**src/rtl/core/elapsed_time_moving_average_assert.svh**
```systemverilog
// ----------------------------------------------------------------------------
// elapsed time moving average assertion macros
// concurrent checks clocked on clk and disabled during rst
// ----------------------------------------------------------------------------
`ifndef ELAPSED_TIME_MOVING_AVERAGE_ASSERT_SVH
`define ELAPSED_TIME_MOVING_AVERAGE_ASSERT_SVH

// condition holds in the same cycle as the trigger
`define ETMA_ASSERT_NOW(lbl, trig, cond, msg) \
  lbl: assert property (@(posedge clk) disable iff (rst) (trig) |-> (cond)) else $error(msg);

// condition holds in the cycle after the trigger
`define ETMA_ASSERT_NEXT(lbl, trig, cond, msg) \
  lbl: assert property (@(posedge clk) disable iff (rst) (trig) |=> (cond)) else $error(msg);

`endif

```
**src/rtl/core/etma_pkg.sv**
```systemverilog
// ----------------------------------------------------------------------------
// etma_pkg
// widths, register indexes and reset values of the elapsed time averager
// ----------------------------------------------------------------------------
`timescale 1ns / 1ps

package etma_pkg;

  localparam int TICK_W        = 63;
  localparam int FREQ_W        = 48;
  localparam int LEN_W         = 6;
  localparam int SEC_W         = 40;
  localparam int FRACTION_BITS = 16;
  localparam int WINDOW_DEPTH  = 32;
  localparam int RING_AW       = $clog2(WINDOW_DEPTH);
  localparam int SUM_W         = SEC_W + RING_AW;
  localparam int DVD_SEC_W     = TICK_W + FRACTION_BITS;
  localparam int CNT_W         = $clog2(DVD_SEC_W);

  localparam int CFG_INDEX_W   = 4;
  localparam int CFG_DATA_W    = FREQ_W;

  localparam int IN_TDATA_W    = ((2 * TICK_W + 7) / 8) * 8;
  localparam int OUT_BITS      = 2 * SEC_W + LEN_W;
  localparam int OUT_TDATA_W   = ((OUT_BITS + 7) / 8) * 8;

  localparam logic [CFG_INDEX_W-1:0] REG_TICK_FREQUENCY = CFG_INDEX_W'(0);
  localparam logic [CFG_INDEX_W-1:0] REG_WINDOW_LENGTH  = CFG_INDEX_W'(1);

  localparam logic [FREQ_W-1:0] TICK_FREQUENCY_RESET = FREQ_W'(10000000);
  localparam logic [LEN_W-1:0]  WINDOW_LENGTH_RESET  = LEN_W'(32);

  typedef logic [SEC_W-1:0] seconds_t;

endpackage

```
**src/rtl/core/elapsed_time_moving_average.sv**
```systemverilog
// ----------------------------------------------------------------------------
// elapsed_time_moving_average
// tick interval to seconds conversion with a sliding window mean
// ----------------------------------------------------------------------------
// usage
//   s_tdata carries a start and an end tick count; the block converts
//   |end - start| / tick_frequency to unsigned seconds with 16 fraction
//   bits (saturated at 40 bits), pushes it into a ring of the most recent
//   window_length samples and returns sample, window mean and fill count
//   on m_tdata, one result beat per input beat
//   sequence: a beat is taken in idle, the seconds divider produces its
//   quotient one bit at a time, the update state writes ring and sum,
//   the mean divider runs bit-serially as well, then the output register
//   is loaded; the next input beat is taken only after that, so the block
//   does not accept a new beat before it is through with the last, a
//   limit set by the two bit-serial dividers
//   the ring is a 32 x 40 memory with registered read; the sample to drop
//   is read at acceptance and its slot rewritten in the update cycle
//   reset restores tick_frequency and window_length and empties the
//   window; a write of window_length empties it as well; no clearing pass
//   a stalled receiver holds the result in the output register while the
//   block goes on with the next item; it waits only if that one is done too
// ----------------------------------------------------------------------------
`timescale 1ns / 1ps

module elapsed_time_moving_average (
  input  logic                                clk,
  input  logic                                rst,
  // input beat
  input  logic                                s_tvalid,
  output logic                                s_tready,
  // start_ticks [62:0], end_ticks [125:63], zero pad
  input  logic [etma_pkg::IN_TDATA_W-1:0]     s_tdata,
  // result beat
  output logic                                m_tvalid,
  input  logic                                m_tready,
  // sample_seconds [39:0], average_seconds [79:40], samples_held [85:80], zero pad
  output logic [etma_pkg::OUT_TDATA_W-1:0]    m_tdata,
  // configuration write port
  input  logic                                cfg_wr_en,
  input  logic [etma_pkg::CFG_INDEX_W-1:0]    cfg_index,
  input  logic [etma_pkg::CFG_DATA_W-1:0]     cfg_data
);

  localparam int TICK_W    = etma_pkg::TICK_W;
  localparam int FREQ_W    = etma_pkg::FREQ_W;
  localparam int LEN_W     = etma_pkg::LEN_W;
  localparam int SEC_W     = etma_pkg::SEC_W;
  localparam int SUM_W     = etma_pkg::SUM_W;
  localparam int RING_AW   = etma_pkg::RING_AW;
  localparam int DVD_SEC_W = etma_pkg::DVD_SEC_W;
  localparam int CNT_W     = etma_pkg::CNT_W;

  // controller states
  localparam logic [2:0] ST_IDLE    = 3'd0;
  localparam logic [2:0] ST_DIV_SEC = 3'd1;
  localparam logic [2:0] ST_UPDATE  = 3'd2;
  localparam logic [2:0] ST_DIV_AVG = 3'd3;
  localparam logic [2:0] ST_DONE    = 3'd4;

  // configuration registers
  logic [FREQ_W-1:0]  tick_frequency;
  logic [LEN_W-1:0]   window_length;

  // window state
  logic [RING_AW-1:0] ring_position;
  logic [LEN_W-1:0]   fill_count;
  logic [SUM_W-1:0]   window_sum;

  // sample ring, registered read port
  etma_pkg::seconds_t ring [etma_pkg::WINDOW_DEPTH];
  etma_pkg::seconds_t ring_rd;

  // controller
  logic [2:0]           state;
  logic [CNT_W-1:0]     step_cnt;
  logic [RING_AW-1:0]   item_pos;
  logic                 item_drop;

  // seconds divider: dividend shifts out on top, quotient shifts in below
  logic [DVD_SEC_W-1:0] dvd_sec;
  logic [FREQ_W-1:0]    rem_sec;
  // mean divider
  logic [SUM_W-1:0]     dvd_avg;
  logic [LEN_W-1:0]     rem_avg;

  // output register
  etma_pkg::seconds_t   sample_hold;
  etma_pkg::seconds_t   out_sample;
  etma_pkg::seconds_t   out_average;
  logic [LEN_W-1:0]     out_held;

  // ---------------------------------------------------------------------------
  // item setup at acceptance
  // ---------------------------------------------------------------------------
  logic               accept;
  logic [TICK_W-1:0]  start_ticks;
  logic [TICK_W-1:0]  end_ticks;
  logic [TICK_W:0]    diff_fwd;
  logic [TICK_W-1:0]  diff_rev;
  logic [TICK_W-1:0]  diff_abs;
  logic [LEN_W-1:0]   eff_len;
  logic [RING_AW-1:0] pos_cur;
  logic [LEN_W-1:0]   pos_inc;
  logic [RING_AW-1:0] pos_next;
  logic               drop_cur;
  logic [LEN_W-1:0]   fill_next;

  assign s_tready    = (state == ST_IDLE);
  assign accept      = s_tvalid && s_tready;
  assign start_ticks = s_tdata[TICK_W-1:0];
  assign end_ticks   = s_tdata[2*TICK_W-1:TICK_W];

  // borrow of end - start says which way round the interval is
  assign diff_fwd = {1'b0, end_ticks} - {1'b0, start_ticks};
  assign diff_rev = start_ticks - end_ticks;
  assign diff_abs = diff_fwd[TICK_W] ? diff_rev : diff_fwd[TICK_W-1:0];

  // zero length acts as one, anything past the ring depth is clamped
  always_comb begin
    if (window_length == '0) begin
      eff_len = LEN_W'(1);
    end else if (window_length > LEN_W'(etma_pkg::WINDOW_DEPTH)) begin
      eff_len = LEN_W'(etma_pkg::WINDOW_DEPTH);
    end else begin
      eff_len = window_length;
    end
  end

  // a shrunk window may leave the write pointer past its end
  assign pos_cur   = ({1'b0, ring_position} >= eff_len) ? '0 : ring_position;
  assign pos_inc   = {1'b0, pos_cur} + LEN_W'(1);
  assign pos_next  = (pos_inc >= eff_len) ? '0 : pos_inc[RING_AW-1:0];
  assign drop_cur  = (fill_count >= eff_len);
  assign fill_next = drop_cur ? eff_len : fill_count + LEN_W'(1);

  // ---------------------------------------------------------------------------
  // divider steps
  // ---------------------------------------------------------------------------
  logic [FREQ_W:0]    rem_sec_sh;
  logic [FREQ_W:0]    rem_sec_sub;
  logic               sec_bit;
  logic [LEN_W:0]     rem_avg_sh;
  logic [LEN_W:0]     rem_avg_sub;
  logic               avg_bit;
  etma_pkg::seconds_t sample_sec;
  logic [SUM_W-1:0]   drop_val;
  logic [SUM_W-1:0]   sum_next;

  assign rem_sec_sh  = {rem_sec, dvd_sec[DVD_SEC_W-1]};
  assign rem_sec_sub = rem_sec_sh - {1'b0, tick_frequency};
  assign sec_bit     = (rem_sec_sh >= {1'b0, tick_frequency});

  assign rem_avg_sh  = {rem_avg, dvd_avg[SUM_W-1]};
  assign rem_avg_sub = rem_avg_sh - {1'b0, fill_count};
  assign avg_bit     = (rem_avg_sh >= {1'b0, fill_count});

  // any quotient bit above the field saturates; a zero frequency sets them all
  assign sample_sec = (|dvd_sec[DVD_SEC_W-1:SEC_W]) ? '1 : dvd_sec[SEC_W-1:0];

  assign drop_val = item_drop ? SUM_W'(ring_rd) : '0;
  assign sum_next = window_sum - drop_val + SUM_W'(sample_sec);

  // ---------------------------------------------------------------------------
  // sample ring
  // ---------------------------------------------------------------------------
  always_ff @(posedge clk) begin
    if (state == ST_UPDATE) begin
      ring[item_pos] <= sample_sec;
    end
    if (accept) begin
      ring_rd <= ring[pos_cur];
    end
  end

  // ---------------------------------------------------------------------------
  // configuration, window state and controller
  // ---------------------------------------------------------------------------
  logic out_free;
  assign out_free = !m_tvalid || m_tready;

  always_ff @(posedge clk) begin
    if (rst) begin
      tick_frequency <= etma_pkg::TICK_FREQUENCY_RESET;
      window_length  <= etma_pkg::WINDOW_LENGTH_RESET;
      ring_position  <= '0;
      fill_count     <= '0;
      window_sum     <= '0;
      state          <= ST_IDLE;
      step_cnt       <= '0;
      m_tvalid       <= 1'b0;
    end else begin
      // in the done state the next result takes over the register instead
      if (m_tvalid && m_tready && (state != ST_DONE)) begin
        m_tvalid <= 1'b0;
      end

      if (cfg_wr_en) begin
        unique case (cfg_index)
          etma_pkg::REG_TICK_FREQUENCY: begin
            tick_frequency <= cfg_data[FREQ_W-1:0];
          end
          etma_pkg::REG_WINDOW_LENGTH: begin
            window_length <= cfg_data[LEN_W-1:0];
            ring_position <= '0;
            fill_count    <= '0;
            window_sum    <= '0;
          end
          default: begin
          end
        endcase
      end

      unique case (state)
        ST_IDLE: begin
          if (accept) begin
            ring_position <= pos_next;
            fill_count    <= fill_next;
            step_cnt      <= CNT_W'(DVD_SEC_W - 1);
            state         <= ST_DIV_SEC;
          end
        end
        ST_DIV_SEC: begin
          step_cnt <= step_cnt - CNT_W'(1);
          if (step_cnt == '0) begin
            state <= ST_UPDATE;
          end
        end
        ST_UPDATE: begin
          window_sum <= sum_next;
          step_cnt   <= CNT_W'(SUM_W - 1);
          state      <= ST_DIV_AVG;
        end
        ST_DIV_AVG: begin
          step_cnt <= step_cnt - CNT_W'(1);
          if (step_cnt == '0) begin
            state <= ST_DONE;
          end
        end
        ST_DONE: begin
          // wait here only while the previous result is still unclaimed
          if (out_free) begin
            m_tvalid <= 1'b1;
            state    <= ST_IDLE;
          end
        end
        default: begin
          state <= ST_IDLE;
        end
      endcase
    end
  end

  // datapath registers, no reset needed
  always_ff @(posedge clk) begin
    case (state)
      ST_IDLE: begin
        if (accept) begin
          dvd_sec   <= {diff_abs, etma_pkg::FRACTION_BITS'(0)};
          rem_sec   <= '0;
          item_pos  <= pos_cur;
          item_drop <= drop_cur;
        end
      end
      ST_DIV_SEC: begin
        rem_sec <= sec_bit ? rem_sec_sub[FREQ_W-1:0] : rem_sec_sh[FREQ_W-1:0];
        dvd_sec <= {dvd_sec[DVD_SEC_W-2:0], sec_bit};
      end
      ST_UPDATE: begin
        sample_hold <= sample_sec;
        dvd_avg     <= sum_next;
        rem_avg     <= '0;
      end
      ST_DIV_AVG: begin
        rem_avg <= avg_bit ? rem_avg_sub[LEN_W-1:0] : rem_avg_sh[LEN_W-1:0];
        dvd_avg <= {dvd_avg[SUM_W-2:0], avg_bit};
      end
      ST_DONE: begin
        if (out_free) begin
          out_sample  <= sample_hold;
          // the mean never exceeds the largest sample, so it fits 40 bits
          out_average <= dvd_avg[SEC_W-1:0];
          out_held    <= fill_count;
        end
      end
      default: begin
      end
    endcase
  end

  assign m_tdata = {{(etma_pkg::OUT_TDATA_W - etma_pkg::OUT_BITS){1'b0}},
                    out_held, out_average, out_sample};

  // ---------------------------------------------------------------------------
  // assertions
  // ---------------------------------------------------------------------------
  `include "elapsed_time_moving_average_assert.svh"

  `ETMA_ASSERT_NEXT(a_accept_starts_div, accept, state == ST_DIV_SEC, "accept did not start the divider")
  `ETMA_ASSERT_NEXT(a_div_sec_ends, (state == ST_DIV_SEC) && (step_cnt == '0), state == ST_UPDATE, "seconds divider overran")
  `ETMA_ASSERT_NOW(a_fill_nonzero, state == ST_UPDATE, (fill_count != '0) && (fill_count <= LEN_W'(etma_pkg::WINDOW_DEPTH)), "fill count out of range in update")
  `ETMA_ASSERT_NOW(a_held_nonzero, m_tvalid, m_tdata[etma_pkg::OUT_BITS-1:2*SEC_W] != '0, "result with an empty window")

endmodule

```
**config.mk**
```make
export PLATFORM = sky130hd
export DESIGN_NAME = elapsed_time_moving_average
export DESIGN_NICKNAME = d
export VERILOG_FILES = /design/src/rtl/core/etma_pkg.sv /design/src/rtl/core/elapsed_time_moving_average.sv
export VERILOG_INCLUDE_DIRS = /design/src /design/src/rtl/core
export SDC_FILE = /design/constraint.sdc
export NUM_CORES = 2
export LEC_CHECK = 0
export BUFFER_PORTS_ARGS = -buffer_cell sky130_fd_sc_hd__buf_4
export CELL_PAD_IN_SITES_DETAIL_PLACEMENT = 1
export CELL_PAD_IN_SITES_GLOBAL_PLACEMENT = 2
export CORE_UTILIZATION = 47
export CTS_CLUSTER_DIAMETER = 120
export DETAILED_ROUTE_END_ITERATION = 12
export GPL_ROUTABILITY_DRIVEN = 1
export GPL_TIMING_DRIVEN = 0
export PLACE_DENSITY_LB_ADDON = 0.1
export SETUP_SLACK_MARGIN = 0.02
export SYNTH_ARGS = -nofsm -noshare
export SYNTH_HDL_FRONTEND = slang
export SYNTH_SLANG_ARGS = --single-unit
```
**constraint.sdc**
```tcl
create_clock -name clk -period 9.3 [get_ports clk]
set_input_delay 1.395 -clock clk [delete_from_list [all_inputs] [get_ports clk]]
set_output_delay 1.395 -clock clk [all_outputs]
set_load 0.05 [all_outputs]
```
==> metrics.txt <==
TritonCTS clock tree=yes; R2R Path End=ring_position[1]$_SDFF_PP0_; RD Place Congestion=0.908; max_slew headroom=0.0171; CP Launch Type=flip-flop; synth-to-layout area growth=15.4%; total CTS buffers=182; critical path's largest stage delay=890 ps; Worst-Skew Late Latency=860 ps; Critical Path Start=window_length[5]$_SDFFE_PP1P_; Placed Instances=9,232; global-route wire length before repair=405,000 um; Max FO, Critical Path=11; Placed Area=88,100 um^2; CP top delay family=buffers and inverters; Min Hold Slack=382 ps; Synth warnings=0; Netlist Area Pre-Place=81,800 um^2; share of post-route cells with drive strength above 1=0.110; Unique masters post-synth=89; Synth async-reset ratio=0; Hold WC Path Type=reg -> reg; vias in the first global route=60,081; met3 usage=0.0480; design area=94,500 um^2; Vias/cell=6.17; Max rail drop VDD=176 uV; Final Skew=62.0 ps; number of cells on the critical path=23; status=complete, but fails checks; routed vias=59,088; worst hold stages=0; Hold Violations, Final=0; upper clock frequency limit=0.112 GHz; Power Dens Cells=215 nW/um^2; WL/cell=29.3 um; Finished Layout Cells=9,577; drt initial violations=6,619; CP Class=reg -> reg; failing checks=capacitance limit; average size of a mapped cell=12.4 um^2; Post-route DRC=0; die width=419 um; core area=172,000 um^2; R2R setup slack=340 ps; Setup violations, final=0; Top cell by count, worst path=clkbuf_1; Ports=275; row cnt=152; initial antenna violation count=11; reg2reg start=window_length[5]$_SDFFE_PP1P_; Gate Count Post-Synth=6,595; static leakage=35.5 nW; Post-synth EDFFs=1,630; depth of the most critical reg-to-reg path=23; drt first pass iters=6; DPL Wire Length=200,000 um; total track usage=0.315; CP Buf/Inv Count=7; Initial Util=0.475; post-layout min period=8960 ps; Crit. End Element=flip-flop; Root Buffer=clkbuf_16; CP Capture Point=ring_position[1]$_SDFF_PP0_; largest net degree at the start of global routing=73; Final Max Slew Viols=0; ys flop type=edfxtp_1; sequential fraction of the synthesis area=0.628; GRT Max-Usage Layer=met2; critical path cell sequence=inv_1 -> clkbuf_1 -> clkdlybuf4s15_1 -> nand2_1 -> ha_1 -> a21o_1 -> a21o_1 -> a21oi_1 -> o21ba_2 -> clkbuf_1 -> o21ai_2 -> clkbuf_1 -> clkdlybuf4s15_1 -> clkbuf_1 -> xnor2_1 -> ha_1 -> a21oi_1 -> nor2b_1 -> o21ai_0 -> nand2b_1 -> a211oi_1 -> a22oi_1 -> nor2_1; CTS sink cnt=1,751; worst-case clock buffer depth=3; max-capacitance violation count=1; H-tree level count=4; Synth Register Bits=1,751; Die Span Y=419 um; Worst path slowest cell=clkdlybuf4s15_1; Worst-Margin Slew=1470 ps; M1 GR Usage=0.460; final wirelength=280,000 um; Clk pin slew, worst setup/hold paths=60 ps; grt ovf=0; Critical Path RT=10,060 ps; die area=176,000 um^2; DRT antenna net count=0; RSZ-0062 raised after global routing=no; Final period util=0.963; layout net count=7,588; Buffers on Ports=269; total negative slack=0 ps; met2 usage=0.484; Pwr Total=20.3 mW; Arrival @ worst endpoint=9720 ps; hold_buf cts=0
-- power breakdown --
part | switching (mW) | total (mW) | internal [mW]
logic | 2.44 | 3.76 | 1.32
registers | 0.184 | 9.07 | 8.89
clock network | 3.22 | 7.45 | 4.23
total | 5.85 | 20.3 | 14.4
-- metal layers --
layer  vias to the layer above  part of all wire
li1                      26083                 -
met1                     30416              0.45
met2                      2224              0.45
met3                       365             0.072
met4                         0             0.029
met5                         -                 0
-- worst register-to-register path, cell delays in order (launching register included) --
cell and delay, ps:
dfxtp_1 640, inv_1 400, clkbuf_1 670, clkdlybuf4s15_1 830, nand2_1 500, ha_1 430
a21o_1 100, a21o_1 120, a21oi_1 110, o21ba_2 210, clkbuf_1 370, o21ai_2 580
clkbuf_1 570, clkdlybuf4s15_1 900, clkbuf_1 550, xnor2_1 250, ha_1 290, a21oi_1 170
nor2b_1 60, o21ai_0 150, nand2b_1 70, a211oi_1 600, a22oi_1 180, nor2_1 130
-- metrics by stage --
| stage | utilization | setup slack [ps] |
|---|---|---|
| after floorplan | - | 3450 |
| after global placement | 0.504 | -463 |
| after detailed placement | 0.512 | 81.7 |
| after CTS | 0.547 | 217 |
| after global routing | 0.548 | 240 |
| final | 0.548 | 340 |
-- placed cells by master (no fill, tap or decap), types with 225 or more instances in the layout --
cell / instances
a21oi_1: 433
buf_4: 277
clkbuf_1: 390
edfxtp_1: 1630
ha_1: 245
inv_1: 341
mux2i_1: 225
nand2_1: 502
nor2_1: 432
o21ai_0: 326
-- repair_timing --
| item | CTS | global route |
|---|---|---|
| endpoints found under the hold margin | 0 | 0 |
| setup buffers | 0 | 0 |
| setup endpoints to repair | 4 | 5 |
| resized for setup | 2 | 4 |
| pin swaps | 0 | 0 |
-- sequential cells by signal, summed over array words and instances (netlist names), 45 cells and up --
| signal | count |
|---|---|
| dvd_sec | 79 |
| window_sum | 45 |
| tick_frequency | 48 |
| rem_sec | 48 |
| dvd_avg | 45 |
| ring | 1280 |
-- Yosys cell counts, types with 28 or more instances --
master / instances / area share
ha_1: 245 / 0.037
o2111ai_1: 85 / 0.0091
o31a_1: 45 / 0.0048
nor2_1: 465 / 0.021
or3_1: 59 / 0.0045
o21ai_0: 326 / 0.020
a31oi_1: 41 / 0.0031
fa_1: 44 / 0.011
xnor2_1: 95 / 0.010
o221ai_1: 163 / 0.017
o311ai_0: 42 / 0.0045
inv_1: 351 / 0.016
o21a_1: 28 / 0.0026
nand2_1: 503 / 0.023
dfxtp_1: 121 / 0.030
nand3_1: 73 / 0.0045
a211o_1: 57 / 0.0061
a221o_1: 44 / 0.0054
o41ai_1: 44 / 0.0047
edfxtp_1: 1630 / 0.60
and3_1: 31 / 0.0024
xor2_1: 47 / 0.0050
a21o_1: 114 / 0.010
a21oi_1: 433 / 0.026
nand4_1: 58 / 0.0044
o221a_2: 41 / 0.0056
buf_2: 31 / 0.0019
nand2b_1: 137 / 0.010
a211oi_1: 82 / 0.0075
o21bai_1: 45 / 0.0041
mux2i_1: 225 / 0.028
nor4_1: 60 / 0.0046
nor3_1: 119 / 0.0073
clkbuf_1: 356 / 0.016
and2_1: 49 / 0.0037
-- how the worst min path moves through the flow --
stage / from / endpoint / slack [ps]
6_report: sample_hold[19]$_DFFE_PP_ / out_sample[19]$_DFFE_PP_ / 380
2_1_floorplan: sample_hold[0]$_DFFE_PP_ / out_sample[0]$_DFFE_PP_ / 400
4_1_cts: sample_hold[19]$_DFFE_PP_ / out_sample[19]$_DFFE_PP_ / 380
3_5_place_dp: sample_hold[25]$_DFFE_PP_ / out_sample[25]$_DFFE_PP_ / 410
5_1_grt: sample_hold[19]$_DFFE_PP_ / out_sample[19]$_DFFE_PP_ / 390
3_3_place_gp: sample_hold[34]$_DFFE_PP_ / out_sample[34]$_DFFE_PP_ / 400
-- layout make-up --
class	count	area [um^2]
Buffer	418	1670
Sequential cell	1751	51400
Clock buffer	229	4900
Antenna cell	2	5.00
Fill cell	17503	77800
Multi-Input combinational cell	4070	27900
Clock inverter	106	1160
Timing Repair Buffer	335	3280
Inverter	356	1340
Tap cell	2310	2890
-- kinds of logic after synthesis --
group / after synthesis / synth area share
flops: 1751 / 0.628
compound gates: 1768 / 0.150
other cells: 1 / 0.0000458
mux: 241 / 0.0297
xor+xnor: 142 / 0.0152
buf+inv: 775 / 0.0366
fa+ha+maj: 289 / 0.0482
simple gates: 1628 / 0.0929
No activity file was read; power rests on OpenSTA's default activity.
